## config.mk

```make
export PLATFORM = sky130hd
export DESIGN_NAME = dense_matrix_multiply
export DESIGN_NICKNAME = d
export VERILOG_FILES = /design/src/dmm_pkg.sv /design/src/dmm_ram.sv /design/src/dmm_front.sv /design/src/dmm_back.sv /design/src/dense_matrix_multiply.sv
export SDC_FILE = /design/constraint.sdc
export NUM_CORES = 2
export LEC_CHECK = 0
export BUFFER_PORTS_ARGS = -buffer_cell sky130_fd_sc_hd__buf_2
export CAP_MARGIN = 20
export CORE_MARGIN = 2
export CORE_UTILIZATION = 61
export CTS_CLUSTER_SIZE = 30
export DETAILED_ROUTE_END_ITERATION = 7
export PLACE_DENSITY = 0.74
export SYNTH_ARGS = -nofsm -noshare
export SYNTH_HDL_FRONTEND = slang
export SYNTH_SLANG_ARGS = --single-unit
```

## constraint.sdc

```tcl
create_clock -name clk -period 13.09 [get_ports clk]
set_input_delay 1.309 -clock clk [delete_from_list [all_inputs] [get_ports clk]]
set_output_delay 1.309 -clock clk [all_outputs]
set_load 0.01 [all_outputs]
```

## src/dmm_pkg.sv

```systemverilog
// Shared types and constants for the dense matrix multiply block.
// Used by every module in src but dmm_ram; depends on nothing else.
`timescale 1ns / 1ps
`default_nettype none

package dmm_pkg;

    // field widths
    localparam int ELEM_W  = 16;              // Q1.15 element
    localparam int PROD_W  = 2 * ELEM_W;      // full product
    localparam int SUM_W   = 36;              // Q6.30 dot product
    localparam int OP_W    = 2;
    localparam int ROW_W   = 3;
    localparam int COL_W   = 3;
    localparam int CFG_W   = 4;
    localparam int CFG_IDX_W = 2;
    localparam int ADDR_MAX_W = ROW_W + COL_W;

    // op codes of an input word
    localparam logic [OP_W-1:0] OP_LOAD_A = 2'd0;
    localparam logic [OP_W-1:0] OP_LOAD_B = 2'd1;
    localparam logic [OP_W-1:0] OP_RUN    = 2'd2;

    // configuration register indexes
    localparam logic [CFG_IDX_W-1:0] CFG_ROWS_A    = 2'd0;
    localparam logic [CFG_IDX_W-1:0] CFG_INNER_DIM = 2'd1;
    localparam logic [CFG_IDX_W-1:0] CFG_COLS_B    = 2'd2;
    localparam logic [CFG_W-1:0]     CFG_RESET     = 4'd8;

    // command queue between front and back
    localparam int Q_DEPTH = 4;
    localparam int Q_PTR_W = 2;

    typedef struct packed {
        logic [OP_W-1:0]         op;
        logic [ROW_W-1:0]        row;
        logic [COL_W-1:0]        col;
        logic signed [ELEM_W-1:0] value;
    } in_word_t;

    typedef struct packed {
        logic [ROW_W-1:0]        out_row;
        logic [COL_W-1:0]        out_col;
        logic signed [SUM_W-1:0] product_sum;
        logic                    last;
    } out_word_t;

    typedef enum logic [1:0] {
        CMD_LOAD_A,
        CMD_LOAD_B,
        CMD_RUN
    } cmd_kind_t;

    // classified command; dims are already saturated and nonzero on a run
    typedef struct packed {
        cmd_kind_t                kind;
        logic [ADDR_MAX_W-1:0]    addr;
        logic signed [ELEM_W-1:0] value;
        logic [CFG_W-1:0]         m;
        logic [CFG_W-1:0]         kd;
        logic [CFG_W-1:0]         p;
    } cmd_t;

    // store access from the back end
    typedef struct packed {
        logic                     a_we;
        logic                     b_we;
        logic [ADDR_MAX_W-1:0]    waddr;
        logic signed [ELEM_W-1:0] wdata;
        logic [ADDR_MAX_W-1:0]    a_raddr;
        logic [ADDR_MAX_W-1:0]    b_raddr;
    } ram_req_t;

    typedef enum logic [1:0] {
        B_IDLE,
        B_ISSUE,
        B_DRAIN,
        B_EMIT
    } back_state_t;

endpackage

`default_nettype wire

```

## src/dmm_ram.sv

```systemverilog
// Generic single-write, single-read RAM with registered read data.
// No dependencies.
`timescale 1ns / 1ps
`default_nettype none

module dmm_ram #(
    parameter int WIDTH = 16,
    parameter int DEPTH = 64
) (
    input  wire logic                                    clk,
    input  wire logic                                    we,
    input  wire logic [((DEPTH > 1) ? $clog2(DEPTH) : 1)-1:0] waddr,
    input  wire logic [WIDTH-1:0]                        wdata,
    input  wire logic [((DEPTH > 1) ? $clog2(DEPTH) : 1)-1:0] raddr,
    output logic      [WIDTH-1:0]                        rdata
);

    logic [WIDTH-1:0] mem [DEPTH];

    always_ff @(posedge clk)
    begin
        if (we)
        begin
            mem[waddr] <= wdata;
        end
        rdata <= mem[raddr];
    end

endmodule

`default_nettype wire

```

## src/dmm_front.sv

```systemverilog
// Front end: accepts input words, drops no-op words, resolves store addresses
// and run dimensions, and queues commands for the back end. Uses dmm_pkg.
`timescale 1ns / 1ps
`default_nettype none

module dmm_front #(
    parameter int MAX_DIM = 8
) (
    input  wire logic                    clk,
    input  wire logic                    rst_n,
    input  wire logic                    cmd_valid,
    output logic                         cmd_ready,
    input  wire dmm_pkg::in_word_t       cmd,
    input  wire logic [dmm_pkg::CFG_W-1:0] rows_a,
    input  wire logic [dmm_pkg::CFG_W-1:0] inner_dim,
    input  wire logic [dmm_pkg::CFG_W-1:0] cols_b,
    output logic                         q_valid,
    output dmm_pkg::cmd_t                q_cmd,
    input  wire logic                    q_pop
);

    import dmm_pkg::*;

    cmd_t              q_mem_reg [Q_DEPTH];
    logic [Q_PTR_W-1:0] wr_ptr_reg, wr_ptr_next;
    logic [Q_PTR_W-1:0] rd_ptr_reg, rd_ptr_next;
    logic [Q_PTR_W:0]   count_reg, count_next;

    cmd_t             entry;
    logic             keep;
    logic             in_range;
    logic             push;
    logic [CFG_W-1:0] m_sat, kd_sat, p_sat;

    // saturate dimensions at MAX_DIM
    always_comb
    begin
        m_sat  = (int'(rows_a)    > MAX_DIM) ? CFG_W'(MAX_DIM) : rows_a;
        kd_sat = (int'(inner_dim) > MAX_DIM) ? CFG_W'(MAX_DIM) : inner_dim;
        p_sat  = (int'(cols_b)    > MAX_DIM) ? CFG_W'(MAX_DIM) : cols_b;
    end

    // classify the incoming word
    always_comb
    begin
        in_range    = (int'(cmd.row) < MAX_DIM) && (int'(cmd.col) < MAX_DIM);
        entry.addr  = ADDR_MAX_W'(int'(cmd.row) * MAX_DIM + int'(cmd.col));
        entry.value = cmd.value;
        entry.m     = m_sat;
        entry.kd    = kd_sat;
        entry.p     = p_sat;
        entry.kind  = CMD_RUN;
        keep        = 1'b0;
        unique case (cmd.op)
            OP_LOAD_A:
            begin
                entry.kind = CMD_LOAD_A;
                keep       = in_range;
            end
            OP_LOAD_B:
            begin
                entry.kind = CMD_LOAD_B;
                keep       = in_range;
            end
            OP_RUN:
            begin
                entry.kind = CMD_RUN;
                keep       = (m_sat != '0) && (kd_sat != '0) && (p_sat != '0);
            end
            default:
            begin
                keep = 1'b0;
            end
        endcase
    end

    // queue control
    always_comb
    begin
        cmd_ready   = (count_reg != (Q_PTR_W + 1)'(Q_DEPTH));
        q_valid     = (count_reg != '0);
        q_cmd       = q_mem_reg[rd_ptr_reg];
        push        = cmd_valid && cmd_ready && keep;
        wr_ptr_next = push  ? wr_ptr_reg + 1'b1 : wr_ptr_reg;
        rd_ptr_next = q_pop ? rd_ptr_reg + 1'b1 : rd_ptr_reg;
        count_next  = count_reg;
        if (push && !q_pop)
        begin
            count_next = count_reg + 1'b1;
        end
        else if (!push && q_pop)
        begin
            count_next = count_reg - 1'b1;
        end
    end

    always_ff @(posedge clk or negedge rst_n)
    begin
        if (!rst_n)
        begin
            wr_ptr_reg <= '0;
            rd_ptr_reg <= '0;
            count_reg  <= '0;
        end
        else
        begin
            wr_ptr_reg <= wr_ptr_next;
            rd_ptr_reg <= rd_ptr_next;
            count_reg  <= count_next;
        end
    end

    // queue storage
    always_ff @(posedge clk)
    begin
        if (push)
        begin
            q_mem_reg[wr_ptr_reg] <= entry;
        end
    end

endmodule

`default_nettype wire

```

## src/dmm_back.sv

```systemverilog
// Back end: executes queued commands; writes the stores on loads, walks one
// multiply-accumulate per cycle on runs, pausing per result. Uses dmm_pkg.
`timescale 1ns / 1ps
`default_nettype none

module dmm_back #(
    parameter int MAX_DIM = 8
) (
    input  wire logic                          clk,
    input  wire logic                          rst_n,
    input  wire logic                          q_valid,
    input  wire dmm_pkg::cmd_t                 q_cmd,
    output logic                               q_pop,
    output dmm_pkg::ram_req_t                  ram_req,
    input  wire logic signed [dmm_pkg::ELEM_W-1:0] a_rdata,
    input  wire logic signed [dmm_pkg::ELEM_W-1:0] b_rdata,
    output logic                               res_valid,
    input  wire logic                          res_ready,
    output dmm_pkg::out_word_t                 res
);

    import dmm_pkg::*;

    localparam int IDX_W = (MAX_DIM > 1) ? $clog2(MAX_DIM) : 1;
    localparam int DIM_W = $clog2(MAX_DIM + 1);

    back_state_t state_reg, state_next;

    logic [IDX_W-1:0] i_reg, i_next;
    logic [IDX_W-1:0] j_reg, j_next;
    logic [IDX_W-1:0] k_reg, k_next;
    logic [DIM_W-1:0] m_reg, m_next;
    logic [DIM_W-1:0] kd_reg, kd_next;
    logic [DIM_W-1:0] p_reg, p_next;

    logic                     rd_vld_reg, rd_first_reg;
    logic                     prod_vld_reg, prod_first_reg;
    logic signed [PROD_W-1:0] prod_reg;
    logic signed [SUM_W-1:0]  acc_reg;
    logic                     res_valid_reg, res_valid_next;
    out_word_t                res_reg;

    logic last_i, last_j, last_k;
    logic res_free, emit, issue, start_run;

    always_comb
    begin
        last_i    = (DIM_W'(i_reg) == m_reg - 1'b1);
        last_j    = (DIM_W'(j_reg) == p_reg - 1'b1);
        last_k    = (DIM_W'(k_reg) == kd_reg - 1'b1);
        res_free  = !res_valid_reg || res_ready;
        issue     = (state_reg == B_ISSUE);
        emit      = (state_reg == B_EMIT) && res_free;
        q_pop     = (state_reg == B_IDLE) && q_valid;
        start_run = q_pop && (q_cmd.kind == CMD_RUN);
    end

    // next state
    always_comb
    begin
        state_next = state_reg;
        unique case (state_reg)
            B_IDLE:
            begin
                if (start_run)
                begin
                    state_next = B_ISSUE;
                end
            end
            B_ISSUE:
            begin
                if (last_k)
                begin
                    state_next = B_DRAIN;
                end
            end
            B_DRAIN:
            begin
                if (!rd_vld_reg && !prod_vld_reg)
                begin
                    state_next = B_EMIT;
                end
            end
            B_EMIT:
            begin
                if (res_free)
                begin
                    state_next = (last_i && last_j) ? B_IDLE : B_ISSUE;
                end
            end
            default:
            begin
                state_next = B_IDLE;
            end
        endcase
    end

    // counters, store access and result capture
    always_comb
    begin
        i_next  = i_reg;
        j_next  = j_reg;
        k_next  = k_reg;
        m_next  = m_reg;
        kd_next = kd_reg;
        p_next  = p_reg;

        ram_req.a_we    = q_pop && (q_cmd.kind == CMD_LOAD_A);
        ram_req.b_we    = q_pop && (q_cmd.kind == CMD_LOAD_B);
        ram_req.waddr   = q_cmd.addr;
        ram_req.wdata   = q_cmd.value;
        ram_req.a_raddr = ADDR_MAX_W'(int'(i_reg) * MAX_DIM + int'(k_reg));
        ram_req.b_raddr = ADDR_MAX_W'(int'(k_reg) * MAX_DIM + int'(j_reg));

        if (start_run)
        begin
            m_next  = DIM_W'(q_cmd.m);
            kd_next = DIM_W'(q_cmd.kd);
            p_next  = DIM_W'(q_cmd.p);
            i_next  = '0;
            j_next  = '0;
            k_next  = '0;
        end

        if (issue)
        begin
            k_next = last_k ? '0 : k_reg + 1'b1;
        end

        // row-major walk over the result
        if (emit)
        begin
            if (last_j)
            begin
                j_next = '0;
                i_next = i_reg + 1'b1;
            end
            else
            begin
                j_next = j_reg + 1'b1;
            end
        end

        res_valid_next = emit ? 1'b1 : (res_ready ? 1'b0 : res_valid_reg);
    end

    always_ff @(posedge clk or negedge rst_n)
    begin
        if (!rst_n)
        begin
            state_reg     <= B_IDLE;
            i_reg         <= '0;
            j_reg         <= '0;
            k_reg         <= '0;
            m_reg         <= '0;
            kd_reg        <= '0;
            p_reg         <= '0;
            rd_vld_reg    <= 1'b0;
            rd_first_reg  <= 1'b0;
            prod_vld_reg  <= 1'b0;
            prod_first_reg <= 1'b0;
            res_valid_reg <= 1'b0;
        end
        else
        begin
            state_reg     <= state_next;
            i_reg         <= i_next;
            j_reg         <= j_next;
            k_reg         <= k_next;
            m_reg         <= m_next;
            kd_reg        <= kd_next;
            p_reg         <= p_next;
            rd_vld_reg    <= issue;
            rd_first_reg  <= issue && (k_reg == '0);
            prod_vld_reg  <= rd_vld_reg;
            prod_first_reg <= rd_first_reg;
            res_valid_reg <= res_valid_next;
        end
    end

    // multiply, then accumulate; first term of a dot product restarts the sum
    always_ff @(posedge clk)
    begin
        prod_reg <= PROD_W'(a_rdata) * PROD_W'(b_rdata);
        if (prod_vld_reg)
        begin
            acc_reg <= prod_first_reg ? SUM_W'(prod_reg) : acc_reg + SUM_W'(prod_reg);
        end
        if (emit)
        begin
            res_reg.out_row     <= ROW_W'(i_reg);
            res_reg.out_col     <= COL_W'(j_reg);
            res_reg.product_sum <= acc_reg;
            res_reg.last        <= last_i && last_j;
        end
    end

    assign res_valid = res_valid_reg;
    assign res       = res_reg;

endmodule

`default_nettype wire

```

## src/dense_matrix_multiply.sv

```systemverilog
// Top level of the dense matrix multiply block: configuration registers,
// front end, back end and the two element stores. Uses dmm_pkg and all modules in src.
`timescale 1ns / 1ps
`default_nettype none

// Computes C = A x B on signed Q1.15 elements with exact signed Q6.30 sums.
// A load word (op 0 or 1) writes one element of A or B; a run word (op 2)
// emits every element of C in row-major order with last on the final one.
// Words enter a four-deep command queue, so the input keeps taking words
// while a run is being worked on, until the queue is full. The back end
// writes a load into its store as it pops it from the queue. On a run it
// takes the run word from the queue, then a single multiply-accumulate unit
// reads one element of A and one of B per cycle while it issues the terms
// of a result element; each sum then drains through the read and multiply
// registers and is loaded into the output register once the output is free.
// Dimensions above MAX_DIM saturate;
// a run with a zero dimension, op 3 and out-of-range writes do nothing.
// Configuration is sampled when a run word is accepted.
module dense_matrix_multiply #(
    parameter int MAX_DIM = 8
) (
    input  wire logic                         clk,
    input  wire logic                         rst_n,
    input  wire logic                         cmd_valid,
    output logic                              cmd_ready,
    input  wire dmm_pkg::in_word_t            cmd,
    output logic                              res_valid,
    input  wire logic                         res_ready,
    output dmm_pkg::out_word_t                res,
    input  wire logic                         cfg_we,
    input  wire logic [dmm_pkg::CFG_IDX_W-1:0] cfg_index,
    input  wire logic [dmm_pkg::CFG_W-1:0]    cfg_data
);

    import dmm_pkg::*;

    localparam int DEPTH  = MAX_DIM * MAX_DIM;
    localparam int ADDR_W = (DEPTH > 1) ? $clog2(DEPTH) : 1;

    logic [CFG_W-1:0] rows_a_reg, inner_dim_reg, cols_b_reg;

    logic        q_valid;
    logic        q_pop;
    cmd_t        q_cmd;
    ram_req_t    ram_req;
    logic [ELEM_W-1:0] a_rdata, b_rdata;

    // configuration registers
    always_ff @(posedge clk or negedge rst_n)
    begin
        if (!rst_n)
        begin
            rows_a_reg    <= CFG_RESET;
            inner_dim_reg <= CFG_RESET;
            cols_b_reg    <= CFG_RESET;
        end
        else if (cfg_we)
        begin
            if (cfg_index == CFG_ROWS_A)
            begin
                rows_a_reg <= cfg_data;
            end
            if (cfg_index == CFG_INNER_DIM)
            begin
                inner_dim_reg <= cfg_data;
            end
            if (cfg_index == CFG_COLS_B)
            begin
                cols_b_reg <= cfg_data;
            end
        end
    end

    dmm_front #(
        .MAX_DIM (MAX_DIM)
    ) u_front (
        .clk       (clk),
        .rst_n     (rst_n),
        .cmd_valid (cmd_valid),
        .cmd_ready (cmd_ready),
        .cmd       (cmd),
        .rows_a    (rows_a_reg),
        .inner_dim (inner_dim_reg),
        .cols_b    (cols_b_reg),
        .q_valid   (q_valid),
        .q_cmd     (q_cmd),
        .q_pop     (q_pop)
    );

    dmm_back #(
        .MAX_DIM (MAX_DIM)
    ) u_back (
        .clk       (clk),
        .rst_n     (rst_n),
        .q_valid   (q_valid),
        .q_cmd     (q_cmd),
        .q_pop     (q_pop),
        .ram_req   (ram_req),
        .a_rdata   (a_rdata),
        .b_rdata   (b_rdata),
        .res_valid (res_valid),
        .res_ready (res_ready),
        .res       (res)
    );

    // A store
    dmm_ram #(
        .WIDTH (ELEM_W),
        .DEPTH (DEPTH)
    ) u_a_store (
        .clk   (clk),
        .we    (ram_req.a_we),
        .waddr (ram_req.waddr[ADDR_W-1:0]),
        .wdata (ram_req.wdata),
        .raddr (ram_req.a_raddr[ADDR_W-1:0]),
        .rdata (a_rdata)
    );

    // B store
    dmm_ram #(
        .WIDTH (ELEM_W),
        .DEPTH (DEPTH)
    ) u_b_store (
        .clk   (clk),
        .we    (ram_req.b_we),
        .waddr (ram_req.waddr[ADDR_W-1:0]),
        .wdata (ram_req.wdata),
        .raddr (ram_req.b_raddr[ADDR_W-1:0]),
        .rdata (b_rdata)
    );

`ifndef SYNTHESIS
    // a load writes exactly one store
    a_one_store_write: assert property (@(posedge clk) disable iff (!rst_n)
        !(ram_req.a_we && ram_req.b_we))
        else $error("both stores written in one cycle");

    // store writes only come from a queued command
    a_write_from_queue: assert property (@(posedge clk) disable iff (!rst_n)
        (ram_req.a_we || ram_req.b_we) |-> q_valid)
        else $error("store write with empty command queue");

    // a full queue always has a command for the back end
    a_full_has_cmd: assert property (@(posedge clk) disable iff (!rst_n)
        !cmd_ready |-> q_valid)
        else $error("input stalled with empty command queue");

    // a pop never coincides with a result being built: results follow a run
    a_pop_not_emit: assert property (@(posedge clk) disable iff (!rst_n)
        (q_pop && q_cmd.kind == CMD_RUN) |=> !(res_valid && !$past(res_valid)))
        else $error("result appeared right after a run was started");
`endif

endmodule

`default_nettype wire
```

======== Yosys cells after proc, flatten, opt, wreduce, memory -nomap -nowiden ========
Memory sizes are Yosys's and may differ from the RTL's. A register that Yosys moved wholly into a read port is not among the register bits.
Cells that the tools add are included.
word-level totals
  flip-flop bits (word level) ............. 158
  bits of input ports ..................... 35
  RAM bits ................................ 2192
  ROM bits ................................ 0
  memories kept ........................... 3
  bits in latches ......................... 0
  output and inout port bits .............. 45
memory list
  memory             words  bits a word  rd ports  clocked after memory_dff  wr ports  line             RTL
  u_a_store.mem      64     16           1         1                         1         dmm_ram.sv:18    logic [WIDTH-1:0] mem [DEPTH];
  u_b_store.mem      64     16           1         1                         1         dmm_ram.sv:18
  u_front.q_mem_reg  4      36           1         0                         1         dmm_front.sv:24  cmd_t q_mem_reg [Q_DEPTH];
operators by class
  bitwise gates (word level) .............. 0
  equal/unequal tests ..................... 17
  muxes and demuxes ....................... 30
  reductions and logical operators ........ 38
  divide/modulo/power cells ............... 0
  $add $sub $neg .......................... 14
  shift operators ......................... 0
  order comparisons ....................... 3
  $mul .................................... 1
operators with widths
  operator                                               count
  adder 36 x 32 -> 36 bit                                1
  two-way mux 36 bit                                     1
  multiplier 16 x 16 -> 32 bit                           1
  two-way mux 3 bit                                      10
  adder 6 x 3 -> 6 bit                                   3
  logical AND 1 bit                                      14
  adder 3 x 1 -> 3 bit (second input constant)           4
  equality test 3 x 4 -> 1 bit                           3
  greater-than comparator 4 bit (second input constant)  3
  two-way mux 4 bit                                      3
  nonzero test 4 bit                                     3
  subtractor 4 x 1 -> 4 bit (second input constant)      3
  equality test 2 bit (second input constant)            5
  two-way mux 1 bit                                      9
  equality test 2 x 1 -> 1 bit (second input constant)   4
  logical NOT 2 bit                                      4
  two-way mux 2 bit                                      4
  != test 2 x 1 -> 1 bit (second input constant)         4
  case mux 2 bit (4 select lines)                        1
  nonzero test 2 bit                                     4
  AND reduction 2 bit                                    3
  logical NOT 1 bit                                      5
  adder 2 x 1 -> 2 bit (second input constant)           2
  case mux 2 bit (2 select lines)                        1
  8 further kinds                                        8

======== Logic depth before layout (Yosys ltp) ========
  depth after elaboration ................. 11
  mapped depth ............................ 24
  depth with buffers taken out ............ 23

======== Cells and area by module ========
A second synthesis with hierarchy kept.
second synthesis, totals
  cell total of the unflattened synthesis .. 5639
  area total of the unflattened synthesis .. 103017.6 um2
by module, submodules not included
  module                 sequential area each (um2)  cells an instance  area each (um2)  times used
  dmm_ram                31069.8                     1829               40042.2          2
  dmm_back               3713.6                      1712               16728.5          1
  dmm_front              4499.3                      242                5731.7           1
  dense_matrix_multiply  304.0                       27                 473.0            1

======== Worst setup path before layout ========
Ideal clock, no wire load.
  path kind ............................... register -> register
  start point ............................. reg u_b_store.rdata[7], read port of u_b_store.mem
  end point ............................... reg u_back.prod_reg[28]
  period minus slack after synthesis ...... 5.957 ns
  stages on the path, launching flop included .. 22
  data required time ...................... 13.018 ns
  path slack .............................. 7.133 ns
  arrival time ............................ 5.885 ns
  path through ............................ dfxtp_1 -> clkbuf_1 -> nand2_1 -> fa_1 -> inv_1 -> fa_1 -> fa_1 -> fa_1 -> fa_1 -> inv_1 -> fa_1 -> inv_1 -> ha_1 -> a21o_1 -> a21o_1 -> a2111oi_1 -> o21bai_1 -> a31oi_2 -> o211ai_1 -> a31o_1 -> a21oi_1 -> xnor2_1
on the way
  cells in the longest elaborated chain, start to end .. 1
ends and longest elaborated chain
  item                          line             RTL
  start, declared               dmm_ram.sv:15    output logic [WIDTH-1:0] rdata
  multiplier 16 x 16 -> 32 bit  dmm_back.sv:184  prod_reg <= PROD_W'(a_rdata) * PROD_W'(b_rdata);
  end signal, assigned          dmm_back.sv:184
  end, declared                 dmm_back.sv:38   logic signed [PROD_W-1:0] prod_reg;
No other way between the ends.
A chain may end at the register's enable or synchronous reset.

======== Final worst setup path ========
  start point ............................. reg u_b_store.rdata[1], read port of u_b_store.mem
  end point ............................... reg u_back.prod_reg[31]
Same word-level chain as after synthesis.

==> implementation parameters <==
Parameter                              Value

Die
  Core area ... 0.165 sq mm
  Die X ... 411 um
  Floorplan die height ... 411 um
  Overall die area ... 0.169 sq mm
  I/O pin total ... 80
  Effective utilization at floorplan ... 0.614
  Row count ... 149

Job
  Number of violations of the max-capacitance limit ... 0

Hold path
  Cells on Worst Hold Path ... 0
  HP Class ... reg2reg

Timing
  Pins Over Slew Limit ... 0
  Total Neg Setup Slack ... 0 ns
  Share of the clock period used by the worst path ... 0.499
  Timing-limited maximum frequency ... 153 MHz
  Final clock skew ... 0.0439 ns
  Unrepaired setup endpoints after global routing ... no
  Worst max-slew margin expressed relative to the limit ... 0.207
  Pin slew with the least headroom to its limit ... 1.19 ns
  Final count of negative-setup-slack endpoints ... 0
  Final critical-path required period ... 6.54 ns
  Count of endpoints failing hold in the final timing report ... 0

Global routing
  GR met1 Demand/Resource ... 0.427
  Vias in the first global route ... 50446
  Largest net degree at the start of global routing ... 140
  Congestion Overflow GR ... 0
  First-pass GRT wire length ... 343 mm
  Met3 Usage GRT ... 0.0523
  Antenna violations before repair ... 17
  GR peak layer ... met2
  M2 GR Usage ... 0.431
  Total Routing Usage GR ... 0.282

Clock tree
  H-tree levels ... 4
  Buffer depth of the longest clock path ... 3
  Clock Latency Late Sink ... 0.87 ns
  CTS Root Buffer Type ... sky130_fd_sc_hd__clkbuf_16
  TritonCTS clock tree ... yes
  CTS sink count ... 2382
  Cts repair resizes ... 0
  Setup Buffers After CTS ... 0
  Number of buffers inserted for hold repair after clock tree synthesis ... 0
  Register clock-pin slew on the reported worst setup and hold paths ... 0.07 ns
  CTS buffer count ... 224

Yosys
  Yosys warning count ... 0
  Cell area after technology mapping ... 0.101 sq mm
  FFs w/ async S/R, synth ... 0.0197
  Fraction of the yosys area taken by sequential cells ... 0.699
  Number of flops mapped to enable cells by yosys ... 2271
  Post-synthesis net count ... 5425
  Cells taking the most area after synthesis ... sky130_fd_sc_hd__edfxtp_1 67%, sky130_fd_sc_hd__mux4_2 16%, sky130_fd_sc_hd__fa_1 5.2%
  Most area-hungry cell type in the Yosys netlist ... sky130_fd_sc_hd__edfxtp_1
  Top FF cell, synth ... sky130_fd_sc_hd__edfxtp_1
  Post-Syn Area per Cell ... 20.3 sq um
  Top-area cell type share of the netlist area ... 0.674
  Post-synthesis sequential element count ... 2382
  Post-synthesis cell type count ... 71
  Synth Instances ... 4993

Placed design
  Sum of net half-perimeters after detailed placement ... 133 mm
  I/O Buffers ... 79
  Placed inst area ... 0.105 sq mm
  Routability cong. ... 0.873

Worst setup path
  Startpoint type of the worst setup path ... flip-flop
  Endpoint type of the worst setup path ... flip-flop
  Endpoint arrival time on the critical path ... 7.33 ns
  Depth of the worst register-to-register path ... 22
  Endpoint required time on the critical path ... 13.88 ns
  Maximum fanout count along the critical path ... 16
  Worst Setup Path Type ... reg2reg

Finish
  Final standard cell utilization of the core ... 0.680
  Area used by multi-input combinational logic ... 0.0284 sq mm
  Post-layout net count ... 5680
  Summed area of non-filler cells in the final layout ... 0.112 sq mm
  Fraction of layout cells with a size suffix above 1 ... 0.246
  Footprint of the flip-flops and latches ... 0.0707 sq mm
  Area growth, synth to finish ... 10.8%
  Total of fill cells in the finished design ... 10155

Routing
  Number of search-and-repair iterations in the first detailed-routing pass ... 6
  Routed via count divided by cell count ... 6.45
  Wire length after detailed routing ... 232 mm
  Remaining design rule violation count ... 0
  Via count of the routed design ... 49224
  Antenna Nets Post-Route ... 0
  First DRT Iteration DRCs ... 6842
  Average wire per cell in the routed design ... 30.4 um

Run status
  Outcome ... finished clean
## cells in the mapped netlist, types with 9 or more instances
library cell and count:
sky130_fd_sc_hd__nand3_1 15, sky130_fd_sc_hd__buf_1 34, sky130_fd_sc_hd__nand2b_1 14, sky130_fd_sc_hd__a21oi_1 58
sky130_fd_sc_hd__mux2_2 15, sky130_fd_sc_hd__buf_2 43, sky130_fd_sc_hd__and2_1 138, sky130_fd_sc_hd__mux4_2 708
sky130_fd_sc_hd__o21ai_0 50, sky130_fd_sc_hd__xor2_1 31, sky130_fd_sc_hd__o21a_1 9, sky130_fd_sc_hd__nor2b_1 19
sky130_fd_sc_hd__inv_1 322, sky130_fd_sc_hd__fa_1 264, sky130_fd_sc_hd__a21o_1 19, sky130_fd_sc_hd__edfxtp_1 2271
sky130_fd_sc_hd__buf_4 16, sky130_fd_sc_hd__nor3_1 14, sky130_fd_sc_hd__nand2_1 197, sky130_fd_sc_hd__o21bai_1 9
sky130_fd_sc_hd__nor2_1 180, sky130_fd_sc_hd__clkbuf_1 122, sky130_fd_sc_hd__o21ai_1 35, sky130_fd_sc_hd__ha_1 133
sky130_fd_sc_hd__xnor2_1 53, sky130_fd_sc_hd__dfrtp_1 44, sky130_fd_sc_hd__dfxtp_1 64
## per-layer routing
| layer | wire length, um | share of wire |
|---|---|---|
| met5 | 58 | 0.00025 |
| met4 | 5660 | 0.024 |
| met3 | 23100 | 0.10 |
| met2 | 110000 | 0.48 |
| met1 | 92900 | 0.40 |
## kinds of logic after synthesis
| kind of cell | synth area share |
|---|---|
| DFF | 0.699 |
| muxes | 0.160 |
| and+or+nand+nor | 0.0294 |
| buffers and inverters | 0.0219 |
| adders and majority gates | 0.0687 |
| AOI/OAI and AO/OA | 0.0140 |
| xor gates and xnor gates | 0.00727 |
## worst paths after layout
path,from,end,slack [ns]
setup / recovery,u_b_store.rdata[1]$_DFF_P_,u_back.prod_reg[31]$_DFF_P_,6.55
hold / removal,u_back.rd_first_reg$_DFF_PN0_,u_back.prod_first_reg$_DFF_PN0_,0.37
setup reg to reg,u_b_store.rdata[1]$_DFF_P_,u_back.prod_reg[31]$_DFF_P_,6.55
hold reg to reg,u_back.rd_first_reg$_DFF_PN0_,u_back.prod_first_reg$_DFF_PN0_,0.37
max in group asynchronous,rst_n,u_back.k_reg[1]$_DFFE_PN0P_,12.04
min in group asynchronous,rst_n,u_back.res_valid$_DFFE_PN0P_,0.55
## placed cells by master, fill, tap and decap left out, types with 79 or more instances in the layout
master / n
sky130_fd_sc_hd__nor2_1: 158
sky130_fd_sc_hd__mux4_2: 692
sky130_fd_sc_hd__nand2_1: 196
sky130_fd_sc_hd__clkbuf_16: 228
sky130_fd_sc_hd__fa_1: 264
sky130_fd_sc_hd__inv_1: 322
sky130_fd_sc_hd__edfxtp_1: 2271
sky130_fd_sc_hd__buf_2: 79
sky130_fd_sc_hd__ha_1: 133
sky130_fd_sc_hd__and2_1: 133
sky130_fd_sc_hd__buf_4: 160
## stage by stage
step / std cells / worst slack [ns] / hold WS [ns]
finish: 7627 / 6.55 / 0.368
global route: 7623 / 6.12 / 0.381
CTS: 7617 / 6.54 / 0.373
detailed placement: 7206 / 6.54 / 0.346
global placement: 7201 / 6.64 / 0.335
floorplan: 4993 / 7.13 / 0.331
## area by class of cell
| type | count | share of cell area |
|---|---|---|
| sequential | 2382 | 0.631 |
| multi-input combinational | 2066 | 0.253 |
| clock buffer | 272 | 0.0524 |
| tap | 2189 | 0.0244 |
| timing repair buffer | 251 | 0.0160 |
| clock inverter | 139 | 0.0122 |
| inverter | 323 | 0.0108 |
| antenna | 5 | 0.000112 |
## worst max-delay path, stage by stage, from the launching register on
cell and delay [ns]:
sky130_fd_sc_hd__dfxtp_1 0.70, sky130_fd_sc_hd__nand2_1 0.20, sky130_fd_sc_hd__inv_1 0.17, sky130_fd_sc_hd__fa_1 0.42, sky130_fd_sc_hd__inv_1 0.09, sky130_fd_sc_hd__fa_1 0.43, sky130_fd_sc_hd__fa_1 0.52, sky130_fd_sc_hd__inv_1 0.06
sky130_fd_sc_hd__fa_1 0.52, sky130_fd_sc_hd__fa_1 0.51, sky130_fd_sc_hd__inv_1 0.05, sky130_fd_sc_hd__fa_1 0.47, sky130_fd_sc_hd__inv_1 0.04, sky130_fd_sc_hd__ha_1 0.34, sky130_fd_sc_hd__and3_1 0.22, sky130_fd_sc_hd__and3_1 0.18
sky130_fd_sc_hd__and2_1 0.19, sky130_fd_sc_hd__a21boi_1 0.18, sky130_fd_sc_hd__a41oi_1 0.07, sky130_fd_sc_hd__a21oi_1 0.25, sky130_fd_sc_hd__a21oi_1 0.21, sky130_fd_sc_hd__or4_1 0.56, sky130_fd_sc_hd__nand3_1 0.08
Power is not shown: default switching activity piles up to over one toggle a cycle in this logic, so the estimate is an artifact.
